[config.mk]
export PLATFORM = sky130hd
export DESIGN_NAME = dmx_fixture_channel_decoder
export DESIGN_NICKNAME = d
export VERILOG_FILES = /design/src/rtl/dmx_pkg.sv /design/src/rtl/dmx_fixture_channel_decoder.sv /design/src/rtl/dmx_slot_tracker.sv /design/src/rtl/dmx_chan_scaler.sv
export VERILOG_INCLUDE_DIRS = /design/src /design/src/rtl
export SDC_FILE = /design/constraint.sdc
export NUM_CORES = 1
export LEC_CHECK = 0
export BUFFER_PORTS_ARGS = -buffer_cell sky130_fd_sc_hd__clkbuf_2
export CAP_MARGIN = 20
export CORE_UTILIZATION = 57
export CTS_BUF_LIST = sky130_fd_sc_hd__clkbuf_4 sky130_fd_sc_hd__clkbuf_8 sky130_fd_sc_hd__clkbuf_16
export CTS_CLUSTER_SIZE = 16
export DETAILED_ROUTE_END_ITERATION = 6
export PLACE_DENSITY = 0.91
export SYNTH_ARGS = -nofsm -noshare
export SYNTH_HDL_FRONTEND = slang
export SYNTH_SLANG_ARGS = --single-unit
[constraint.sdc]
create_clock -name aclk -period 5.9 [get_ports aclk]
set_clock_uncertainty 0.1 [all_clocks]
set_input_delay 1.18 -clock aclk [delete_from_list [all_inputs] [get_ports aclk]]
set_output_delay 1.18 -clock aclk [all_outputs]
set_load 0.05 [all_outputs]
[src/rtl/assert_macros.svh]
// Assertion macros for the top-level decoder, which checks its own logic.
`ifndef ASSERT_MACROS_SVH
`define ASSERT_MACROS_SVH

// Checked on every aclk edge outside reset.
`define DMX_ASSERT(lbl, prop, msg) \
    lbl: assert property (@(posedge aclk) disable iff (!aresetn) prop) else $error(msg);

// Checked on every aclk edge, reset included.
`define DMX_ASSERT_RST(lbl, prop, msg) \
    lbl: assert property (@(posedge aclk) prop) else $error(msg);

`endif

[src/rtl/dmx_pkg.sv]
// Types and constants shared by the DMX fixture channel decoder.
package dmx_pkg;

    localparam int CFG_W   = 10;
    localparam int BYTE_W  = 8;
    localparam int VALUE_W = 10;
    localparam int ID_W    = 3;

    typedef enum logic [ID_W-1:0] {
        CH_PAN,
        CH_TILT,
        CH_RED,
        CH_GREEN,
        CH_BLUE,
        CH_STROBE
    } chan_id_t;

    // Position of a byte inside the fixture footprint, counted from 1.
    localparam logic [2:0] FP_PAN    = 3'd1;
    localparam logic [2:0] FP_TILT   = 3'd2;
    localparam logic [2:0] FP_RED    = 3'd3;
    localparam logic [2:0] FP_GREEN  = 3'd4;
    localparam logic [2:0] FP_BLUE   = 3'd5;
    localparam logic [2:0] FP_STROBE = 3'd6;
    localparam logic [2:0] FP_LAST   = 3'd7;

    localparam logic [CFG_W-1:0] START_ADDRESS_RESET = 10'd1;

    // Pan is floor(v * 10000 / 26667), done as v * ceil(2^37 / 26667) * 10000 >> 37.
    localparam int unsigned     PAN_NUM    = 10000;
    localparam int unsigned     PAN_DEN    = 26667;
    localparam int              PAN_SHIFT  = 37;
    localparam longint unsigned PAN_RECIP  =
        ((64'd1 << PAN_SHIFT) + 64'(PAN_DEN) - 64'd1) / 64'(PAN_DEN);
    localparam int              PAN_MULT_W = 36;
    localparam logic [PAN_MULT_W-1:0] PAN_MULT = PAN_MULT_W'(PAN_RECIP * 64'(PAN_NUM));
    localparam int              PAN_PROD_W = BYTE_W + PAN_MULT_W;
    localparam int              PAN_W      = 7;
    localparam logic [VALUE_W-1:0] PAN_MAX = 10'd95;

    typedef struct packed {
        logic [BYTE_W-1:0] rx_byte;
        logic              framing_error;
    } in_word_t;

    typedef struct packed {
        logic [ID_W-1:0]    channel_id;
        logic [VALUE_W-1:0] channel_value;
    } out_word_t;

    // What the slot tracker decided for the accepted word.
    typedef struct packed {
        logic     hit;
        chan_id_t id;
    } decode_t;

endpackage

[src/rtl/dmx_fixture_channel_decoder.sv]
// Top level of the DMX fixture channel decoder.
// Each accepted word is one received DMX byte with its framing-error flag;
// a framing error marks a break and starts a new frame. Bytes are counted as
// slots from the start code (slot 0) up to the start address written on the
// cfg port, and the seven bytes from there on are the fixture footprint:
// pan, tilt, red, green, blue, strobe, and one that ends the frame. A word
// yields at most one channel update, and colour updates appear only when the
// colour byte changed. While s_ready is high a word is taken every cycle and
// decoded in one pass through the slot tracker and the scaler into the output
// register; s_ready stays high while that register is empty or being read.
module dmx_fixture_channel_decoder #(
    parameter int MAX_SLOT = 512
) (
    input  logic                      aclk,
    input  logic                      aresetn,
    input  logic                      s_valid,
    output logic                      s_ready,
    input  dmx_pkg::in_word_t         s_data,
    output logic                      m_valid,
    input  logic                      m_ready,
    output dmx_pkg::out_word_t        m_data,
    input  logic                      cfg_valid,
    output logic                      cfg_ready,
    input  logic [dmx_pkg::CFG_W-1:0] cfg_data
);

`include "assert_macros.svh"

    logic                        accept;
    logic [dmx_pkg::CFG_W-1:0]   start_address_reg;
    dmx_pkg::decode_t            decode;
    logic [dmx_pkg::VALUE_W-1:0] value;
    logic                        m_valid_reg, m_valid_next;
    dmx_pkg::out_word_t          m_data_reg, m_data_next;

    assign cfg_ready = 1'b1;
    assign s_ready   = !m_valid_reg || m_ready;
    assign accept    = s_valid && s_ready;

    always_ff @(posedge aclk) begin
        if (!aresetn) begin
            start_address_reg <= dmx_pkg::START_ADDRESS_RESET;
        end else if (cfg_valid) begin
            start_address_reg <= cfg_data;
        end
    end

    dmx_slot_tracker #(
        .MAX_SLOT (MAX_SLOT)
    ) u_tracker (
        .aclk          (aclk),
        .aresetn       (aresetn),
        .accept        (accept),
        .in_word       (s_data),
        .start_address (start_address_reg),
        .decode        (decode)
    );

    dmx_chan_scaler u_scaler (
        .rx_byte       (s_data.rx_byte),
        .id            (decode.id),
        .channel_value (value)
    );

    always_comb begin
        m_valid_next = m_valid_reg;
        m_data_next  = m_data_reg;
        if (accept) begin
            m_valid_next              = decode.hit;
            m_data_next.channel_id    = decode.id;
            m_data_next.channel_value = value;
        end else if (m_ready) begin
            m_valid_next = 1'b0;
        end
    end

    always_ff @(posedge aclk) begin
        if (!aresetn) begin
            m_valid_reg <= 1'b0;
        end else begin
            m_valid_reg <= m_valid_next;
        end
    end

    always_ff @(posedge aclk) begin
        m_data_reg <= m_data_next;
    end

    assign m_valid = m_valid_reg;
    assign m_data  = m_data_reg;

    `DMX_ASSERT_RST(a_reset_empty, !aresetn |=> !m_valid, "output word valid after reset")
    `DMX_ASSERT(a_break_silent, s_valid && s_ready && s_data.framing_error |=> !m_valid, "break word produced output")
    `DMX_ASSERT(a_pan_range, m_valid && m_data.channel_id == dmx_pkg::CH_PAN |-> m_data.channel_value <= dmx_pkg::PAN_MAX, "pan value out of range")
    `DMX_ASSERT(a_id_range, m_valid |-> m_data.channel_id <= dmx_pkg::CH_STROBE, "channel id out of range")

endmodule

[src/rtl/dmx_slot_tracker.sv]
// Frame, slot and footprint tracking with the last colour values.
module dmx_slot_tracker #(
    parameter int MAX_SLOT = 512
) (
    input  logic                     aclk,
    input  logic                     aresetn,
    input  logic                     accept,
    input  dmx_pkg::in_word_t        in_word,
    input  logic [dmx_pkg::CFG_W-1:0] start_address,
    output dmx_pkg::decode_t         decode
);

    localparam int SLOT_W = $clog2(MAX_SLOT + 2);
    localparam logic [SLOT_W-1:0] SLOT_SAT = SLOT_W'(MAX_SLOT + 1);

    logic                       armed_reg, armed_next;
    logic [SLOT_W-1:0]          slot_reg, slot_next;
    logic [2:0]                 idx_reg, idx_next;
    logic [2:0]                 idx_adv;
    logic [dmx_pkg::BYTE_W-1:0] red_reg, red_next;
    logic [dmx_pkg::BYTE_W-1:0] green_reg, green_next;
    logic [dmx_pkg::BYTE_W-1:0] blue_reg, blue_next;
    logic [dmx_pkg::BYTE_W-1:0] v;

    assign v       = in_word.rx_byte;
    assign idx_adv = (idx_reg == dmx_pkg::FP_LAST) ? idx_reg : idx_reg + 3'd1;

    always_comb begin
        armed_next = armed_reg;
        slot_next  = slot_reg;
        idx_next   = idx_reg;
        red_next   = red_reg;
        green_next = green_reg;
        blue_next  = blue_reg;
        decode.hit = 1'b0;
        decode.id  = dmx_pkg::CH_PAN;
        if (in_word.framing_error) begin
            armed_next = 1'b1;
            slot_next  = '0;
            idx_next   = '0;
        end else if (armed_reg) begin
            if (dmx_pkg::CFG_W'(slot_reg) != start_address) begin
                if (slot_reg < SLOT_SAT) begin
                    slot_next = slot_reg + SLOT_W'(1);
                end
            end else begin
                idx_next = idx_adv;
                case (idx_adv)
                    dmx_pkg::FP_PAN: begin
                        decode.hit = 1'b1;
                        decode.id  = dmx_pkg::CH_PAN;
                    end
                    dmx_pkg::FP_TILT: begin
                        decode.hit = 1'b1;
                        decode.id  = dmx_pkg::CH_TILT;
                    end
                    dmx_pkg::FP_RED: begin
                        decode.id = dmx_pkg::CH_RED;
                        if (v != red_reg) begin
                            decode.hit = 1'b1;
                            red_next   = v;
                        end
                    end
                    dmx_pkg::FP_GREEN: begin
                        decode.id = dmx_pkg::CH_GREEN;
                        if (v != green_reg) begin
                            decode.hit = 1'b1;
                            green_next = v;
                        end
                    end
                    dmx_pkg::FP_BLUE: begin
                        decode.id = dmx_pkg::CH_BLUE;
                        if (v != blue_reg) begin
                            decode.hit = 1'b1;
                            blue_next  = v;
                        end
                    end
                    dmx_pkg::FP_STROBE: begin
                        decode.hit = 1'b1;
                        decode.id  = dmx_pkg::CH_STROBE;
                    end
                    default: begin
                        // end of footprint: drop the rest of the frame
                        armed_next = 1'b0;
                    end
                endcase
            end
        end
    end

    always_ff @(posedge aclk) begin
        if (!aresetn) begin
            armed_reg <= 1'b0;
            slot_reg  <= '0;
            idx_reg   <= '0;
            red_reg   <= '0;
            green_reg <= '0;
            blue_reg  <= '0;
        end else if (accept) begin
            armed_reg <= armed_next;
            slot_reg  <= slot_next;
            idx_reg   <= idx_next;
            red_reg   <= red_next;
            green_reg <= green_next;
            blue_reg  <= blue_next;
        end
    end

endmodule

[src/rtl/dmx_chan_scaler.sv]
// Channel value scaling: pan, tilt, inverted PWM and raw strobe.
module dmx_chan_scaler (
    input  logic [dmx_pkg::BYTE_W-1:0]  rx_byte,
    input  dmx_pkg::chan_id_t           id,
    output logic [dmx_pkg::VALUE_W-1:0] channel_value
);

    logic [dmx_pkg::PAN_PROD_W-1:0] pan_prod;
    logic [dmx_pkg::PAN_W-1:0]      pan;
    logic [dmx_pkg::VALUE_W:0]      tilt_x2;

    assign pan_prod = dmx_pkg::PAN_PROD_W'(rx_byte) * dmx_pkg::PAN_PROD_W'(dmx_pkg::PAN_MULT);
    assign pan      = pan_prod[dmx_pkg::PAN_SHIFT +: dmx_pkg::PAN_W];
    // v * 5 as v + 4v, then halve
    assign tilt_x2  = {3'b000, rx_byte} + {1'b0, rx_byte, 2'b00};

    always_comb begin
        case (id)
            dmx_pkg::CH_PAN:    channel_value = dmx_pkg::VALUE_W'(pan);
            dmx_pkg::CH_TILT:   channel_value = tilt_x2[dmx_pkg::VALUE_W:1];
            dmx_pkg::CH_RED,
            dmx_pkg::CH_GREEN,
            dmx_pkg::CH_BLUE:   channel_value = {2'b00, ~rx_byte};
            dmx_pkg::CH_STROBE: channel_value = {2'b00, rx_byte};
            default:            channel_value = '0;
        endcase
    end

endmodule

-- After elaboration in Yosys (flattened, before gate mapping)
Index checks and enable logic that the tools add are counted.
Widths: inputs -> output; s select.
- bits of input ports: 24
- output and inout port bits: 16
- register bits after elaboration: 62
- reduce and logical (&&, ||, !) cells: 15
- mux-type cells: 22
- $lt $le $gt $ge: 1
- bitwise operators: 3
- add/sub/neg operators: 3
- multipliers: 1
- equality and inequality tests: 17
- operators by type and width (cell ; count):
    $mul 8x32->40 const B ; 1
    $mux 10 ; 4
    $pmux 10 s4 ; 1
    $ne 8x8->1 ; 3
    $pmux 4 s6 ; 1
    $eq 3x3->1 const B ; 6
    $reduce_and 6->1 ; 3
    $eq 3x2->1 const B ; 4
    $mux 3 ; 4
    $mux 4 ; 3
    $add 8x10->11 ; 1
    $add 10x1->10 const B ; 1
    $lt 10x10->1 const B ; 1
    $ne 10x10->1 ; 1
    $mux 1 ; 9
    $not 8->8 ; 1
    $reduce_bool 2->1 ; 4
    $eq 3x1->1 const B ; 2
    $reduce_or 6->1 ; 1
    $reduce_and 4->1 ; 1
    $add 3x1->3 const B ; 1
    $logic_not 3->1 ; 1
    $reduce_and 3->1 ; 1
    $reduce_or 3->1 ; 1
    5 further kinds ; 6

-- Depth between registers and ports, before layout
- depth in word-level cells: 10
- depth in mapped cells: 19

-- By module
From an unflattened synthesis, not the netlist that was laid out.
- cells, all modules: 731
- area, all modules: 6875.3 µm²
- by module, submodules not included (module ; sequential area each (µm²) ; cells each ; instances ; area each (µm²)):
    dmx_chan_scaler ; 0.0 ; 416 ; 1 ; 3588.4
    dmx_slot_tracker ; 760.7 ; 263 ; 1 ; 2466.1
    dmx_fixture_channel_decoder ; 610.6 ; 52 ; 1 ; 820.8

-- Worst setup path after synthesis
No wires, ideal clock.
- path kind: in2reg
- start: input s_data[4] (netlist bit)
- end: register m_data_reg (netlist bit m_data[6]) (data pin)
- arrival time: 5.701 ns
- stages: 18
- setup slack: -0.162 ns
- cell sequence: buf_2 inv_1 fa_1 inv_1 fa_1 inv_1 fa_1 inv_1 fa_1 ha_1 nand3_1 nor2_1 nand3_1 o41a_1 a21oi_1 nor3_1 xnor2_1 a221o_1
- cells in the longest elaborated chain, start to end: 2
- RTL lines (what ; line ; source):
    from (decl) ; dmx_fixture_channel_decoder.sv:18 ; input dmx_pkg::in_word_t s_data,
    $mul 8x32->40 / $add 8x10->11 (equally long branches) ; dmx_chan_scaler.sv:12, dmx_chan_scaler.sv:15 ;
    $pmux 10 s4 * ; dmx_chan_scaler.sv:18 ; case (id)
    named net u_scaler.channel_value, one bit ; dmx_chan_scaler.sv:5 ; output logic [dmx_pkg::VALUE_W-1:0] channel_value
    to (signal assigned) ; dmx_fixture_channel_decoder.sv:86 ; m_data_reg <= m_data_next;
    to (decl) ; dmx_fixture_channel_decoder.sv:34 ; dmx_pkg::out_word_t m_data_reg, m_data_next;
Mark *: on every way through the listed nets, which the timed path passes. The rest lies on a longest branch.
A chain may end at the register's enable or synchronous reset.

-- Final worst setup path
Ends and elaborated chain as after synthesis.

==> metrics.json <==
{
  "timing": {
    "finalWorstPathRequiredPeriod_ns": 5.74,
    "setup_slack_ns": 0.163,
    "max-slew-margin-rel_pct": 54.0,
    "rsz0062_at_grt": "false",
    "report.final.hold_viol_count": 0,
    "maxSlewViolCount": 0,
    "setup-tns-final_ns": 0,
    "finalCritPeriodShare_pct": 97.2,
    "fmaxAchievable_ghz": 0.174,
    "worst-slew-pin-transition_ns": 0.689,
    "setup_viol": 0
  },
  "synthesis": {
    "yosys.cell_count.top_type": "inv_1",
    "top_cells_by_instance_count_after_synthesis": "91 x inv_1, 84 x ha_1, 49 x dfxtp_1, 49 x fa_1, 39 x nor2b_1",
    "post-synth-top-area-fraction_pct": 16.3,
    "yosysTopAreaCell": "ha_1",
    "postSynthCellCount": 691,
    "ys_async_sr_fraction_pct": 0,
    "yosys_most_used_dff": "dfxtp_1",
    "ys_seq_area_share_pct": 21.3,
    "synth_edf_count": 13,
    "netlist_area_um2": 6430,
    "largest_cells_by_area_after_synthesis": "ha_1 16%, dfxtp_1 15%, fa_1 15%",
    "avgSynthCellArea_um2": 9.31,
    "ys.warnings.count": 0,
    "net_count_after_synthesis": 848,
    "netlist-cell-type-count": 60,
    "flip_flop_and_latch_count_after_synthesis": 62
  },
  "clock_network": {
    "insertion_delay_ns": 0.34,
    "cts_hold_buffers": 0,
    "cts_tree": "done",
    "cts-htree-levels": 3,
    "ctsResizeCount": 0,
    "clockBufferDepth": 2,
    "clock-sinks": 62,
    "cts_inserted_buffers": 9,
    "clk_pin_slew_worst_paths_ns": 0.06,
    "cts.repair_timing.setup_buffer_count": 0,
    "clock-root-buffer": "clkbuf_16"
  },
  "grt": {
    "grt_start_max_net_pins": 42,
    "grt_pass1_vias": 5313,
    "grt_antenna_before_repair": 0,
    "globalRouteOverflowTotal": 0,
    "grt_first_pass_wirelength_mm": 25.2,
    "grt_usage_pct": 28.2
  },
  "drt": {
    "drt-wirelength-per-cell_um": 17.3,
    "detailroute.via_count": 5203,
    "dr.pass1.iters": 5,
    "drt_drc_violations_left": 0,
    "via_per_inst": 5.81,
    "finalWirelength_mm": 15.5,
    "initialDrtViolationCount": 476,
    "antenna_left": 0
  },
  "layout": {
    "non_filler_instance_count_after_layout": 896,
    "stdcell_area_um2": 7270,
    "fillCellCount": 812,
    "layout.nets": 908,
    "antenna_cells_inserted": 0,
    "area_delta_synth_final_pct": 13.0,
    "largest_register_ff_count": 13,
    "drive_above_1_share_pct": 14.0
  },
  "placement": {
    "place.detailed.hpwl_mm": 12.0,
    "gp_congestion": 0.999,
    "dp_cells": 880,
    "io_buffer_count": 38,
    "detailed_place.area_um2": 6960,
    "place_ws_ns": -0.132
  },
  "setup_path": {
    "worstSetupEndpoint": "m_data[6]",
    "timing.critical_path.fanout_max": 3,
    "r2r-start": "u_tracker.slot_reg[0]",
    "timing.critical_path.to_type": "flop",
    "r2r-end": "u_tracker.blue_reg[5]",
    "data_arrival_critical_path_ns": 5.72,
    "r2r_setup_slack_ns": 2.96,
    "cp-start-kind": "input pin",
    "path_depth_of_the_worst_reg2reg_path": 8,
    "timing.setup.critical_path_class": "input pin to flop",
    "setup.worst_path.start": "s_data[4]",
    "worst_ep_required_time_ns": 5.88
  },
  "power": {
    "lkg_pwr_nw": 3.33,
    "finalPower_mw": 3.02,
    "power_density_nw_per_um2": 415,
    "ir_worst_vdd_mv": 0.358
  },
  "job": {
    "timing.max_cap.violations": 0
  },
  "floorplanning": {
    "die_height_um": 108,
    "floorplan.core_area_um2": 10900,
    "die_area_um2": 11700,
    "design.portCount": 40,
    "start_util_pct": 58.8,
    "core.rowCount": 38,
    "die_width_um": 108
  },
  "min_path": {
    "min-delay-path-class": "flop to flop"
  },
  "outcome": {
    "outcome": "finished, final reports clean"
  }
}
[how the worst min path moves through the flow]
stage | startpoint | end | slack [ns] | cells after the start
final | start_address_reg[0] | start_address_reg[0] | 0.42 | 2
after global routing | u_tracker.armed_reg | u_tracker.armed_reg | 0.43 | 2
after CTS | start_address_reg[0] | start_address_reg[0] | 0.42 | 2
after detailed placement | start_address_reg[0] | start_address_reg[0] | 0.38 | 2
after global placement | start_address_reg[0] | start_address_reg[0] | 0.38 | 2
after floorplan | start_address_reg[0] | start_address_reg[0] | 0.36 | 2
[metal layers]
layer | share of wire (%) | vias to the layer above | track usage (%)
li1 | - | 2484 | -
met2 | 48 | 209 | 47.5
met5 | 0 | - | 0
met3 | 6.4 | 57 | 5.73
met4 | 4.3 | 0 | 14.7
met1 | 41 | 2453 | 34.1
[worst max-delay path: stages]
cell	delay, ns
clkbuf_2	0.10
inv_2	0.05
fa_2	0.43
fa_1	0.56
inv_1	0.14
fa_1	0.54
inv_1	0.05
fa_1	0.50
inv_1	0.05
ha_1	0.33
a21oi_1	0.19
o21ai_0	0.18
o311ai_0	0.48
buf_4	0.20
a21oi_2	0.05
nor3_1	0.22
xnor2_1	0.13
a221o_1	0.36
[where the power goes]
group,total (mW),switching [mW],internal [mW]
clock,0.546,0.206,0.340
combinational,1.97,1.14,0.824
sequential,0.506,0.0116,0.495
[stage by stage]
| stage | util, % | hold slack (ns) |
|---|---|---|
| floorplan | - | 0.363 |
| global placement | 63.7 | 0.376 |
| detailed placement | 63.7 | 0.380 |
| CTS | 66.5 | 0.416 |
| global route | 66.5 | 0.427 |
| finish | 66.5 | 0.420 |
[area by class of cell]
type | instances | area (um^2) | area share [%]
inverters | 91 | 342 | 4.70
multi-input cells | 516 | 4640 | 63.8
clock inverters | 6 | 68.8 | 0.947
repair buffers | 71 | 438 | 6.02
flip-flops and latches | 62 | 1370 | 18.9
well taps | 140 | 175 | 2.41
clock buffers | 10 | 239 | 3.29
[cells by family (layout without fill, tap and decap cells)]
kind of cell,count (synthesis),count (layout),share of synthesized area (%)
other cells,1,1,0.0583
compound gates,113,113,11.2
xor+xnor,65,65,8.85
buf+inv,113,178,6.98
flops,62,62,21.3
fa+ha+maj,133,133,31.6
simple gates,167,167,14.2
mux,37,37,5.77
[cell usage in the layout, fill, tap and decap left out, types with 25 or more instances in the layout]
cell type  Yosys  layout
xnor2_1       35      35
a21oi_1       31      30
inv_1         91      87
nor2b_1       39      39
nand2_1       36      36
xor2_1        30      30
fa_1          49      48
o21ai_0       26      25
ha_1          84      84
dfxtp_1       49      49
buf_4          2      33
clkbuf_2       0      38
mux2i_1       36      36
nor2_1        30      28
Power figures use the tool's default switching activity.
